--- src/hdl/assert_macros.svh ---
`ifndef ASSERT_MACROS_SVH
`define ASSERT_MACROS_SVH

// property holds at every clock edge out of reset
`define ASSERT_CLK(lbl, prop, msg) \
	lbl: assert property (@(posedge clk) disable iff (!arst_n) prop) \
		else $error(msg);

// cond at one edge forces expr at the next edge
`define ASSERT_NEXT(lbl, cond, expr, msg) \
	lbl: assert property (@(posedge clk) disable iff (!arst_n) (cond) |=> (expr)) \
		else $error(msg);

`endif

--- src/hdl/rrqs_pkg.sv ---
`default_nettype none

package rrqs_pkg;

	localparam int TASK_W    = 4;
	localparam int QUANTUM_W = 10;

	localparam logic [TASK_W-1:0]    IDLE_TASK_RST    = 4'd0;
	localparam logic [QUANTUM_W-1:0] IDLE_QUANTUM_RST = 10'd10;

	localparam logic REQ_TICK = 1'b0;
	localparam logic REQ_ADD  = 1'b1;

	localparam logic CFG_IDLE_TASK    = 1'b0;
	localparam logic CFG_IDLE_QUANTUM = 1'b1;

	typedef enum logic [1:0] {
		S_IDLE,
		S_POP,
		S_QRD
	} rrqs_state_t;

	typedef struct packed {
		logic              push;
		logic              pop;
		logic [TASK_W-1:0] slot;
	} rrqs_fifo_req_t;

	typedef struct packed {
		logic empty;
		logic full;
	} rrqs_fifo_sts_t;

endpackage

`default_nettype wire

--- src/hdl/rrqs_ready_fifo.sv ---
`default_nettype none

`include "assert_macros.svh"

module rrqs_ready_fifo #(
	parameter int MAX_TASKS = 16
) (
	input  wire logic                   clk,
	input  wire logic                   arst_n,
	input  wire rrqs_pkg::rrqs_fifo_req_t req,
	output rrqs_pkg::rrqs_fifo_sts_t    sts,
	output logic [rrqs_pkg::TASK_W-1:0] rd_slot
);

	import rrqs_pkg::*;

	localparam int PTR_W = $clog2(MAX_TASKS);
	localparam int CNT_W = $clog2(MAX_TASKS + 1);

	logic [TASK_W-1:0] mem [MAX_TASKS];
	logic [PTR_W-1:0]  head_q;
	logic [PTR_W-1:0]  tail_q;
	logic [CNT_W-1:0]  count_q;

	function automatic logic [PTR_W-1:0] wrap_next(input logic [PTR_W-1:0] p);
		if (p == PTR_W'(MAX_TASKS - 1)) begin
			return '0;
		end
		return p + PTR_W'(1);
	endfunction

	assign sts.empty = (count_q == '0);
	assign sts.full  = (count_q == CNT_W'(MAX_TASKS));

	// read-first: a pop and a push on the same entry return the old slot
	always_ff @(posedge clk) begin
		if (req.pop) begin
			rd_slot <= mem[head_q];
		end
		if (req.push) begin
			mem[tail_q] <= req.slot;
		end
	end

	always_ff @(posedge clk or negedge arst_n) begin
		if (!arst_n) begin
			head_q  <= '0;
			tail_q  <= '0;
			count_q <= '0;
		end else begin
			if (req.pop) begin
				head_q <= wrap_next(head_q);
			end
			if (req.push) begin
				tail_q <= wrap_next(tail_q);
			end
			if (req.push && !req.pop) begin
				count_q <= count_q + CNT_W'(1);
			end else if (req.pop && !req.push) begin
				count_q <= count_q - CNT_W'(1);
			end
		end
	end

	`ASSERT_CLK(a_no_underflow, req.pop |-> !sts.empty, "pop from empty ready queue")
	`ASSERT_CLK(a_no_overflow, (req.push && !req.pop) |-> !sts.full, "push into full ready queue")
	`ASSERT_CLK(a_count_range, count_q <= CNT_W'(MAX_TASKS), "ready queue count out of range")

endmodule

`default_nettype wire

--- src/hdl/rrqs_quantum_mem.sv ---
`default_nettype none

module rrqs_quantum_mem #(
	parameter int MAX_TASKS = 16
) (
	input  wire logic                             clk,
	input  wire logic                             wr_en,
	input  wire logic [$clog2(MAX_TASKS)-1:0]     wr_addr,
	input  wire logic [rrqs_pkg::QUANTUM_W-1:0]   wr_data,
	input  wire logic                             rd_en,
	input  wire logic [$clog2(MAX_TASKS)-1:0]     rd_addr,
	output logic [rrqs_pkg::QUANTUM_W-1:0]        rd_data
);

	import rrqs_pkg::*;

	logic [QUANTUM_W-1:0] mem [MAX_TASKS];

	always_ff @(posedge clk) begin
		if (wr_en) begin
			mem[wr_addr] <= wr_data;
		end
		if (rd_en) begin
			rd_data <= mem[rd_addr];
		end
	end

endmodule

`default_nettype wire

--- src/hdl/round_robin_quantum_scheduler_core.sv ---
// channel | dir | handshake          | payload
// s       | in  | s_tvalid/s_tready  | tuser: req_type; tdata: task_id, task_quantum
// m       | out | m_tvalid/m_tready  | tdata: running_task, switched, overflow
// cfg     | in  | cfg_valid/cfg_ready| cfg_index, cfg_data
//
// Add and non-rescheduling tick: result registered at the accept edge.
// Reschedule tick: quantum table read (S_QRD), or when the head of the ready queue is
// popped, queue read (S_POP) then quantum table read; idle slot skips the table.
// s_tready is low while a reschedule is in flight or a result waits without m_tready.
// arst_n clears pointers, running task and quantum to their reset values; no memory sweep.
`default_nettype none

`include "assert_macros.svh"

module round_robin_quantum_scheduler_core #(
	parameter int MAX_TASKS = 16
) (
	input  wire logic        clk,
	input  wire logic        arst_n,
	input  wire logic        s_tvalid,
	output logic             s_tready,
	input  wire logic [15:0] s_tdata,   // [3:0] task_id, [13:4] task_quantum, [15:14] zero
	input  wire logic [0:0]  s_tuser,   // [0] req_type
	output logic             m_tvalid,
	input  wire logic        m_tready,
	output logic [7:0]       m_tdata,   // [3:0] running_task, [4] switched, [5] overflow, [7:6] zero
	input  wire logic        cfg_valid,
	output logic             cfg_ready,
	input  wire logic        cfg_index,
	input  wire logic [9:0]  cfg_data
);

	import rrqs_pkg::*;

	localparam int IDX_W = $clog2(MAX_TASKS);

	rrqs_state_t state_q, state_d;

	logic [TASK_W-1:0]    cur_q;
	logic [TASK_W-1:0]    nxt_q;
	logic [QUANTUM_W-1:0] rem_q;
	logic [TASK_W-1:0]    idle_id_q;
	logic [QUANTUM_W-1:0] idle_qnt_q;
	logic                 m_tvalid_q;
	logic [5:0]           m_data_q;

	logic                 req_type;
	logic [TASK_W-1:0]    task_id;
	logic [QUANTUM_W-1:0] task_quantum;
	logic                 accept;

	rrqs_fifo_req_t       fifo_req;
	rrqs_fifo_sts_t       fifo_sts;
	logic [TASK_W-1:0]    fifo_slot;

	logic                 qm_we;
	logic                 qm_re;
	logic [TASK_W-1:0]    qm_rd_slot;
	logic [QUANTUM_W-1:0] qm_rd_data;

	logic [QUANTUM_W-1:0] rem_dec;
	logic                 resched;
	logic                 requeue;
	logic                 add_bad;

	logic                 res_valid;
	logic [TASK_W-1:0]    res_task;
	logic                 res_sw;
	logic                 res_ovf;
	logic                 cur_ld;
	logic [TASK_W-1:0]    cur_d;
	logic                 rem_ld;
	logic [QUANTUM_W-1:0] rem_d;
	logic                 nxt_ld;
	logic [TASK_W-1:0]    nxt_d;

	function automatic logic [IDX_W-1:0] slot_idx(input logic [TASK_W-1:0] slot);
		logic [7:0] ext;
		ext = {4'b0, slot};
		return ext[IDX_W-1:0];
	endfunction

	assign req_type     = s_tuser[0];
	assign task_id      = s_tdata[3:0];
	assign task_quantum = s_tdata[13:4];

	assign s_tready  = (state_q == S_IDLE) && (!m_tvalid_q || m_tready);
	assign accept    = s_tvalid && s_tready;
	assign cfg_ready = 1'b1;
	assign m_tvalid  = m_tvalid_q;
	assign m_tdata   = {2'b00, m_data_q};

	assign rem_dec = (rem_q != '0) ? rem_q - QUANTUM_W'(1) : '0;
	assign resched = (rem_dec == '0) || fifo_sts.empty;
	assign requeue = (cur_q != idle_id_q);
	assign add_bad = fifo_sts.full || (32'(task_id) >= MAX_TASKS);

	rrqs_ready_fifo #(
		.MAX_TASKS(MAX_TASKS)
	) u_fifo (
		.clk    (clk),
		.arst_n (arst_n),
		.req    (fifo_req),
		.sts    (fifo_sts),
		.rd_slot(fifo_slot)
	);

	rrqs_quantum_mem #(
		.MAX_TASKS(MAX_TASKS)
	) u_qmem (
		.clk    (clk),
		.wr_en  (qm_we),
		.wr_addr(slot_idx(task_id)),
		.wr_data(task_quantum),
		.rd_en  (qm_re),
		.rd_addr(slot_idx(qm_rd_slot)),
		.rd_data(qm_rd_data)
	);

	always_comb begin
		state_d = state_q;
		case (state_q)
			S_IDLE: begin
				if (accept && req_type == REQ_TICK && resched) begin
					if (!fifo_sts.empty) begin
						state_d = S_POP;
					end else if (requeue) begin
						state_d = S_QRD;
					end
				end
			end
			S_POP: begin
				if (fifo_slot != idle_id_q) begin
					state_d = S_QRD;
				end else begin
					state_d = S_IDLE;
				end
			end
			S_QRD:   state_d = S_IDLE;
			default: state_d = S_IDLE;
		endcase
	end

	always_comb begin
		fifo_req   = '0;
		qm_we      = 1'b0;
		qm_re      = 1'b0;
		qm_rd_slot = cur_q;
		res_valid  = 1'b0;
		res_task   = cur_q;
		res_sw     = 1'b0;
		res_ovf    = 1'b0;
		cur_ld     = 1'b0;
		cur_d      = cur_q;
		rem_ld     = 1'b0;
		rem_d      = rem_dec;
		nxt_ld     = 1'b0;
		nxt_d      = cur_q;
		case (state_q)
			S_IDLE: begin
				if (accept) begin
					if (req_type == REQ_ADD) begin
						res_valid     = 1'b1;
						res_ovf       = add_bad;
						qm_we         = !add_bad;
						fifo_req.push = !add_bad;
						fifo_req.slot = task_id;
					end else if (!resched) begin
						res_valid = 1'b1;
						rem_ld    = 1'b1;
					end else if (!fifo_sts.empty) begin
						fifo_req.pop  = 1'b1;
						fifo_req.push = requeue;
						fifo_req.slot = cur_q;
					end else if (requeue) begin
						qm_re  = 1'b1;
						nxt_ld = 1'b1;
					end else begin
						res_valid = 1'b1;
						rem_ld    = 1'b1;
						rem_d     = idle_qnt_q;
					end
				end
			end
			S_POP: begin
				nxt_ld     = 1'b1;
				nxt_d      = fifo_slot;
				qm_rd_slot = fifo_slot;
				if (fifo_slot != idle_id_q) begin
					qm_re = 1'b1;
				end else begin
					res_valid = 1'b1;
					res_task  = fifo_slot;
					res_sw    = (fifo_slot != cur_q);
					cur_ld    = 1'b1;
					cur_d     = fifo_slot;
					rem_ld    = 1'b1;
					rem_d     = idle_qnt_q;
				end
			end
			S_QRD: begin
				res_valid = 1'b1;
				res_task  = nxt_q;
				res_sw    = (nxt_q != cur_q);
				cur_ld    = 1'b1;
				cur_d     = nxt_q;
				rem_ld    = 1'b1;
				rem_d     = qm_rd_data;
			end
			default: begin
			end
		endcase
	end

	always_ff @(posedge clk or negedge arst_n) begin
		if (!arst_n) begin
			state_q    <= S_IDLE;
			cur_q      <= IDLE_TASK_RST;
			rem_q      <= IDLE_QUANTUM_RST;
			idle_id_q  <= IDLE_TASK_RST;
			idle_qnt_q <= IDLE_QUANTUM_RST;
			m_tvalid_q <= 1'b0;
		end else begin
			state_q <= state_d;
			if (cur_ld) begin
				cur_q <= cur_d;
			end
			if (rem_ld) begin
				rem_q <= rem_d;
			end
			if (cfg_valid && cfg_ready) begin
				case (cfg_index)
					CFG_IDLE_TASK:    idle_id_q  <= cfg_data[TASK_W-1:0];
					CFG_IDLE_QUANTUM: idle_qnt_q <= cfg_data;
					default: begin
					end
				endcase
			end
			if (res_valid) begin
				m_tvalid_q <= 1'b1;
			end else if (m_tready) begin
				m_tvalid_q <= 1'b0;
			end
		end
	end

	always_ff @(posedge clk) begin
		if (nxt_ld) begin
			nxt_q <= nxt_d;
		end
		if (res_valid) begin
			m_data_q <= {res_ovf, res_sw, res_task};
		end
	end

	`ASSERT_CLK(a_result_slot_free, res_valid |-> (!m_tvalid_q || m_tready), "result overwrites pending transaction")
	`ASSERT_NEXT(a_qrd_finishes, state_q == S_QRD, state_q == S_IDLE, "quantum read did not finish")
	`ASSERT_CLK(a_busy_no_accept, (state_q != S_IDLE) |-> !s_tready, "transaction taken mid reschedule")

endmodule

`default_nettype wire

--- config.mk ---
export PLATFORM = sky130hd
export DESIGN_NAME = round_robin_quantum_scheduler_core
export DESIGN_NICKNAME = d
export VERILOG_FILES = /design/src/hdl/rrqs_pkg.sv /design/src/hdl/rrqs_ready_fifo.sv /design/src/hdl/rrqs_quantum_mem.sv /design/src/hdl/round_robin_quantum_scheduler_core.sv
export VERILOG_INCLUDE_DIRS = /design/src /design/src/hdl
export SDC_FILE = /design/constraint.sdc
export NUM_CORES = 1
export LEC_CHECK = 0
export BUFFER_PORTS_ARGS = -buffer_cell sky130_fd_sc_hd__buf_2
export CAP_MARGIN = 10
export CORE_MARGIN = 1
export CORE_UTILIZATION = 40
export DETAILED_ROUTE_END_ITERATION = 10
export MAX_ROUTING_LAYER = met4
export PLACE_DENSITY = 0.58
export SKIP_CTS_REPAIR_TIMING = 1
export SYNTH_ARGS = -nofsm -noshare
export SYNTH_HDL_FRONTEND = slang
export SYNTH_HIERARCHICAL = 1
export SYNTH_SLANG_ARGS = --single-unit
--- constraint.sdc ---
create_clock -name clk -period 6.7 [get_ports clk]
set_input_delay 0.67 -clock clk [delete_from_list [all_inputs] [get_ports clk]]
set_output_delay 0.67 -clock clk [all_outputs]
set_load 0.05 [all_outputs]
==> results of run 1 <==
==> through the flow <==
stage               power, mW  worst slack, ns
global placement         3.64             1.89
CTS                      5.35             1.85
global route             5.57             1.48
detailed placement       3.67             1.88
finish                   5.32             1.84
floorplan                3.35             2.62
==> Yosys cell counts (3+ instances only) <==
cell type,count
buf_4,5
dfrtp_1,40
xor2_1,9
dfstp_2,4
a222oi_1,4
a221oi_1,3
and2_1,5
mux4_1,12
nor2b_1,7
nand4_1,4
mux2i_1,3
buf_6,3
xnor2_1,12
ha_1,14
a31oi_1,3
nor3_1,15
nor2_1,39
o21bai_1,3
nand3_1,14
a21o_1,4
a22oi_1,25
edfxtp_1,248
buf_2,4
a22o_1,18
a21oi_1,12
mux2_2,25
clkbuf_1,18
nand2_1,39
nor4_1,6
buf_1,6
o221ai_1,3
o22ai_1,4
o31ai_1,3
nand2b_1,7
mux4_2,44
o21ai_0,13
inv_1,19
==> logic make-up (layout without fill, tap and decap cells) <==
kind of cell | after synthesis | in the layout | synth area share
XOR/XNOR | 21 | 21 | 0.0147
buffers and inverters | 57 | 119 | 0.0226
AND/OR/NAND/NOR | 154 | 154 | 0.0617
flip-flops | 292 | 292 | 0.683
AO/OA/AOI/OAI | 118 | 118 | 0.0715
multiplexers | 85 | 85 | 0.130
adder cells (fa/ha/maj) | 15 | 15 | 0.0156
other | 2 | 3 | 0.000600
==> power by group through the flow <==
stage	Combinational, mW	Sequential, mW	Clock, mW
after floorplan	1.03	2.32	0
after global placement	1.30	2.34	0
after detailed placement	1.33	2.34	0
after CTS	1.33	2.31	1.71
after global routing	1.46	2.33	1.78
final	1.33	2.31	1.68
==> path summary, 6_finish.rpt <==
path	from	slack [ns]	to
min in group asynchronous	arst_n	0.51	idle_qnt_q[8]
max reg2reg	rem_q[0]	1.84	u_fifo/count_q[4]
max	rem_q[0]	1.84	u_fifo/count_q[4]
min	cfg_data[5]	0.34	idle_qnt_q[5]
max in group asynchronous	arst_n	5.64	rem_q[1]
min reg2reg	idle_qnt_q[2]	0.51	idle_qnt_q[2]
==> cell type report <==
class                           instances  area [um^2]  area share
Timing Repair Buffer                   45          258      0.0183
Inverter                               19         71.3     0.00506
Multi-Input combinational cell        396         3700       0.263
Tap cell                              396          495      0.0352
Sequential cell                       292         8550       0.607
Clock inverter                         15          200      0.0142
Clock buffer                           40          808      0.0574
==> registers in the layout, summed over array words and instances (netlist names), 2 cells and up <==
register,count
state_q,2
rem_q,10
u_qmem/mem,160
u_fifo/count_q,5
u_fifo/tail_q,4
u_fifo/rd_slot,4
nxt_q,4
u_fifo/mem,64
u_fifo/head_q,4
u_qmem/rd_data,10
m_data_q,6
idle_id_q,4
cur_q,4
idle_qnt_q,10
==> routing by layer <==
layer / GRT usage / up-vias / part of all wire
li1: - / 3069 / -
met1: 0.222 / 3459 / 0.43
met2: 0.269 / 198 / 0.49
met3: 0.0322 / 31 / 0.063
met4: 0.0357 / 0 / 0.014
met5: - / - / 0
==> key figures, run 1 <==
Global route
  – Largest net degree at the start of global routing: 45
  – First-pass GRT wire length: 39.5 mm
  – Vias in the first global route: 6872
  – Gr usage total: 0.168
  – Grt ovf: 0
  – Initial antenna violation count: 0

Timing
  – Fin. Hold Viols: 0
  – Setup Skew: 0.0282 ns
  – Hold slack: 0.336 ns
  – Slew Viols, Final: 0
  – Final Cycle Share: 0.726
  – Final setup TNS: 0 ns
  – RSZ-0062 raised after global routing: no
  – Tmin final: 4.86 ns
  – Slew Limit Headroom: 0.233
  – Fmax: 206 MHz
  – Slew at the pin with the worst max-slew slack: 1.15 ns
  – Setup violators final: 0

Place
  – Placed instance count: 1146
  – Placed cell areas: 0.0130 mm^2
  – Buffers on Ports: 38
  – Placer Congestion: 0.891
  – Dpl hpwl: 17.2 mm

Power
  – Sw frac: 0.304
  – Combinational power share: 0.250
  – Clock power frac: 0.315
  – Sequential share of power: 0.434
  – Worst VDD drop: 0.189 mV
  – Internal Dissipation: 3.70 mW
  – Power Dens Cells: 377 mW/mm^2
  – Net Sw Power: 1.61 mW
  – Leak: 4.72 nW

Logic synthesis
  – Number of synthesized register bits: 292
  – Top_reg_cell synth: edfxtp_1
  – YS warnings: 6
  – Avg Cell Area, Syn: 16.8 um^2
  – Yosys top cell by area: edfxtp_1
  – Top cell type's share of synthesized area: 0.595
  – Cells after Synth: 744
  – Mapped Area: 0.0125 mm^2
  – Part of the Yosys area used for sequential elements: 0.683
  – Unique masters post-synth: 75
  – Synth async-reset ratio: 0.151
  – Number of flops mapped to enable cells by yosys: 248
  – Top post-synthesis cells by area: edfxtp_1 59%, dfrtp_1 8.0%, mux4_2 7.9%

Routing
  – DR WL/cell: 21.3 um
  – DRC: 0
  – DRT Pass-1 Iters: 5
  – Total number of vias: 6757
  – WL final: 25.7 mm
  – Via density: 5.62
  – Iteration-0 DRC Markers: 562
  – ANT nets after route: 0

Final layout
  – # diodes: 0
  – P&R area growth vs syn: 12.4%
  – Final cell utilization of the core: 0.459
  – Post-route cell area: 0.0141 mm^2
  – Share of cells above drive strength 1: 0.212
  – Post-Layout Cell Count: 1203
  – Commonest non-fill, non-tap cell in the layout: edfxtp_1
  – Fin nets: 832
  – Filler instances: 2622
  – Most frequent cells in the layout: 248 x edfxtp_1, 44 x mux4_2, 40 x dfrtp_1, 39 x nor2_1, 39 x nand2_1

Die
  – Row cnt: 64
  – Die width: 179 um
  – Total I/O pin count: 44
  – Total core area: 0.0307 mm^2
  – Die span in y: 179 um
  – Die area: 0.0320 mm^2
  – Starting utilization of the core area: 0.408

Clocking
  – Clock sink count: 292
  – Clock root cell: clkbuf_16
  – Num CTS Buffers: 30
  – Worst skew pair latency: 0.56 ns
  – TritonCTS clock tree: built
  – Clock transition at the registers of the reported paths: 0.06 ns
  – Clock Path Buffers: 3
  – H-tree levels: 1

Worst setup path
  – Worst Path Arrival: 5.27 ns
  – CP Launch Type: flop
  – Crit Path Max Fanout: 16
  – Reg2Reg Depth: 14
  – CP bufs+invs: 3
  – Delay-heaviest family, CP: compound AO/OA/AOI/OAI gates
  – Crit Path Class: reg2reg
  – Crit end category: flop
  – Critical Path, Cell by Cell: inv_1, ha_1, or3b_1, or4_1, a32o_2, nor4_4, buf_4, a21o_1, ha_1, inv_1, fa_1, a21o_1, a2111oi_0, o31ai_1
  – Critical-path cell with the highest stage delay: or4_1
  – Stages on worst setup path: 14
  – Max incr delay on CP: 0.50 ns
  – Required @ worst endpoint: 7.11 ns

Outcome
  – Status: completed

Worst hold path
  – Hold path depth: 2
  – HP Class: in2reg

Flow run
  – MaxCap Viol Count: 0
No activity file was read; power rests on OpenSTA's default activity.
==> run 2, diff against run 1 <==
- ABC_AREA: not set -> 1
- PLACE_DENSITY: 0.58 -> 0.59
- clock period: 6.7 -> 4.2 ns (I/O delays scaled with it)
==> run 2 against run 1 <==
Effect of this change: the run now ends with hold timing left; via count is 38% higher; largest cell class unchanged; sequential cell count is the same; critical endpoint is now u_fifo/count_q[3]; fmax up 34%; non-clock buffer count rose by 17; die area up 9.7%; first-iteration DRC count rose by 34%; setup slack got worse by 1.3 ns; power grew 98%.
==> key figures, run 2 <==
Outcome
  – Status: finished, violations left (was completed)
  – Violated checks: hold timing

Worst setup path
  – Critical-path cell with the highest stage delay: inv_1 (was or4_1)
  – Max incr delay on CP: 0.43 ns (was 0.50 ns)
  – Crit Path Max Fanout: 12 (was 16)
  – CP bufs+invs: 4 (was 3)
  – Critical Path, Cell by Cell: inv_1, ha_1, nand2_1, nor2_4, nand2_4, nand2_1, nand3_1, nor2_2, nand4_1, inv_1, inv_1, ha_1, inv_1, ha_1, a21oi_1, nand3_1, nand3_1, o21ai_0 (was inv_1, ha_1, or3b_1, or4_1, a32o_2, nor4_4, buf_4, a21o_1, ha_1, inv_1, fa_1, a21o_1, a2111oi_0, o31ai_1)
  – Worst Path Arrival: 4.00 ns (was 5.27 ns)
  – Most frequent cell on the critical path: inv_1
  – Required @ worst endpoint: 4.57 ns (was 7.11 ns)
  – Delay-heaviest family, CP: simple AND/OR/NAND/NOR gates (was compound AO/OA/AOI/OAI gates)
  – CP Launch Type: flop (unchanged)
  – Crit end category: flop (unchanged)
  – Crit Path Class: reg2reg (unchanged)

Global route
  – Largest net degree at the start of global routing: 81 (was 45)
  – First-pass GRT wire length: 49.1 mm (was 39.5 mm)
  – Initial antenna violation count: 0 (unchanged)
  – Gr usage total: 0.184 (was 0.168)
  – Grt ovf: 0 (unchanged)
  – Vias in the first global route: 9037 (was 6872)

Routing
  – DR WL/cell: 15.8 um (was 21.3 um)
  – Via density: 4.81 (was 5.62)
  – DRC: 0 (unchanged)
  – Total number of vias: 9336 (was 6757)
  – DRT Pass-1 Iters: 8 (was 5)
  – Iteration-0 DRC Markers: 751 (was 562)
  – ANT nets after route: 0 (unchanged)
  – WL final: 30.7 mm (was 25.7 mm)

Timing
  – Final Cycle Share: 0.865 (was 0.726)
  – Final setup TNS: 0 ns (unchanged)
  – Tmin final: 3.63 ns (was 4.86 ns)
  – Setup violators final: 0 (unchanged)
  – Slew Viols, Final: 0 (unchanged)
  – Fin. Hold Viols: 3 (was 0)
  – Hold slack: -0.0118 ns (was 0.336 ns)
  – Setup Skew: 0.0302 ns (was 0.0282 ns)
  – Slew at the pin with the worst max-slew slack: 0.944 ns (was 1.15 ns)
  – RSZ-0062 raised after global routing: no (unchanged)
  – Fmax: 275 MHz (was 206 MHz)
  – Slew Limit Headroom: 0.368 (was 0.233)

Die
  – Total I/O pin count: 44 (unchanged)
  – Die width: 187 um (was 179 um)
  – Row cnt: 67 (was 64)
  – Total core area: 0.0337 mm^2 (was 0.0307 mm^2)
  – Die area: 0.0351 mm^2 (was 0.0320 mm^2)
  – Starting utilization of the core area: 0.408 (about the same)
  – Die span in y: 187 um (was 179 um)

Final layout
  – Biggest registers after layout: u_qmem/mem x160, u_fifo/mem x64 (unchanged)
  – Commonest non-fill, non-tap cell in the layout: nand2_1 (was edfxtp_1)
  – Largest register FFs: 160 (unchanged)
  – Filler instances: 3182 (was 2622)
  – Most flops, register: u_qmem/mem (unchanged)
  – Area of the multi-input gates: 0.00395 mm^2 (was 0.00370 mm^2)
  – P&R area growth vs syn: 12.7% (was 12.4%)
  – Storage cell area: 0.00855 mm^2 (unchanged)
  – Post-route cell area: 0.0155 mm^2 (was 0.0141 mm^2)
  – Most frequent cells in the layout: 448 x nand2_1, 248 x edfxtp_1, 229 x inv_1, 205 x nand3_1, 58 x nor2_1 (was 248 x edfxtp_1, 44 x mux4_2, 40 x dfrtp_1, 39 x nor2_1, 39 x nand2_1)
  – Share of cells above drive strength 1: 0.100 (was 0.212)
  – Fin nets: 1515 (was 832)
  – # diodes: 0 (unchanged)

Logic synthesis
  – Part of the Yosys area used for sequential elements: 0.622 (was 0.683)
  – Mapped Area: 0.0138 mm^2 (was 0.0125 mm^2)
  – Top_reg_cell synth: edfxtp_1 (unchanged)
  – Unique masters post-synth: 36 (was 75)
  – Yosys top cell by area: edfxtp_1 (unchanged)
  – Number of flops mapped to enable cells by yosys: 248 (unchanged)
  – Top cells by count, synth: 448 x nand2_1, 248 x edfxtp_1, 229 x inv_1 (was 248 x edfxtp_1, 44 x mux4_2, 40 x dfrtp_1)
  – Avg Cell Area, Syn: 9.68 um^2 (was 16.8 um^2)
  – Top cell type's share of synthesized area: 0.541 (was 0.595)
  – YS warnings: 6 (unchanged)
  – Number of synthesized register bits: 292 (unchanged)
  – Cells after Synth: 1421 (was 744)
  – Synth async-reset ratio: 0.151 (unchanged)
  – Top post-synthesis cells by area: edfxtp_1 54%, nand2_1 12%, nand3_1 7.5% (was edfxtp_1 59%, dfrtp_1 8.0%, mux4_2 7.9%)
  – Most instantiated library cell after synthesis: nand2_1 (was edfxtp_1)

Place
  – Buffers on Ports: 38 (unchanged)
  – Dpl hpwl: 19.3 mm (was 17.2 mm)
  – Placer Congestion: 0.876 (was 0.891)
  – Placed cell areas: 0.0144 mm^2 (was 0.0130 mm^2)

Clocking
  – Num CTS Buffers: 34 (was 30)
  – Clock transition at the registers of the reported paths: 0.06 ns (about the same)
  – Clock root cell: clkbuf_16 (unchanged)
  – Worst skew pair latency: 0.52 ns (was 0.56 ns)
  – Clock Path Buffers: 3 (unchanged)
  – TritonCTS clock tree: built (unchanged)
  – H-tree levels: 2 (was 1)
  – Clock sink count: 292 (unchanged)

Power
  – Power Dens Cells: 680 mW/mm^2 (was 377 mW/mm^2)
  – Leak: 6.82 nW (was 4.72 nW)
  – Worst VDD drop: 0.400 mV (was 0.189 mV)

Worst hold path
  – HP Class: in2async (was in2reg)

Flow run
  – MaxCap Viol Count: 0 (unchanged)
[run 2: cell types whose count changed after synthesis, sizes merged, moves of 20 or more]
cell,previous run,this run
mux4,56,0
mux2,26,6
nand2,39,453
nor2,39,67
buf,20,42
nand3,14,213
inv,19,234
[run 2: routing by layer]
| layer | GRT usage | wire, um | share of wire |
|---|---|---|---|
| met1 | 0.258 | 14100 | 0.46 |
| met2 | 0.281 | 14100 | 0.46 |
| met3 | 0.0257 | 1780 | 0.058 |
| met5 | - | 0 | 0 |
| met4 | 0.0482 | 663 | 0.022 |
[run 2: worst register-to-register path, delay by kind of cell, from the launching register on]
kind	cells	cell delay (ns)
AND/OR/NAND/NOR	9	1.20
buffers and inverters	4	0.83
flip-flops	1	0.38
adder cells (fa/ha/maj)	3	0.81
AO/OA/AOI/OAI	2	0.30
[run 2: where the power goes]
group / switching (mW) / internal (mW) / leakage, nW
clock: 1.14 / 1.86 / 0.562
combinational: 2.62 / 1.13 / 3.47
sequential: 0.283 / 3.50 / 2.79
total: 4.05 / 6.49 / 6.82
[run 2: metrics by stage]
| stage | total power [mW] | hold WS [ns] | setup WS (ns) | std cells | utilization |
|---|---|---|---|---|---|
| floorplan | 6.68 | 0.124 | 0.865 | 1422 | - |
| global route | 11.2 | 0.0327 | 0.256 | 1941 | 0.460 |
| CTS | 10.6 | 0.0127 | 0.556 | 1941 | 0.460 |
| detailed placement | 7.58 | 0.474 | 0.569 | 1879 | 0.426 |
| global placement | 7.52 | 0.459 | 0.673 | 1879 | 0.426 |
| finish | 10.5 | -0.0118 | 0.567 | 1941 | 0.460 |
[run 2: worst paths after layout]
path,startpoint,end,slack [ns],cells past startpoint
max in group asynchronous,arst_n,rem_q[5],3.73,2
setup reg to reg,rem_q[0],u_fifo/count_q[3],0.57,18
hold reg to reg,rem_q[1],rem_q[1],0.48,2
hold / removal,arst_n,u_fifo/head_q[2],-0.01,2
min in group clk,cfg_data[7],idle_qnt_q[7],0.15,2
setup / recovery,rem_q[0],u_fifo/count_q[3],0.57,18
[run 2: cell type report]
type	instances	share of cell area
clock buffers	43	0.0591
multi-input cells	840	0.255
inverters	237	0.0582
clock inverters	19	0.0153
well taps	448	0.0362
repair buffers	62	0.0247
flip-flops and latches	292	0.552
[run 2: logic make-up (layout without fill, tap and decap cells)]
group           after synthesis  count (layout)  share of synthesized area
mux                           6               6                    0.00491
flops                       292             292                      0.622
simple gates                741             741                      0.231
other cells                   2               3                   0.000546
xor+xnor                     19              19                     0.0121
compound gates               56              56                     0.0231
fa+ha+maj                    15              15                     0.0142
buf+inv                     290             361                     0.0927
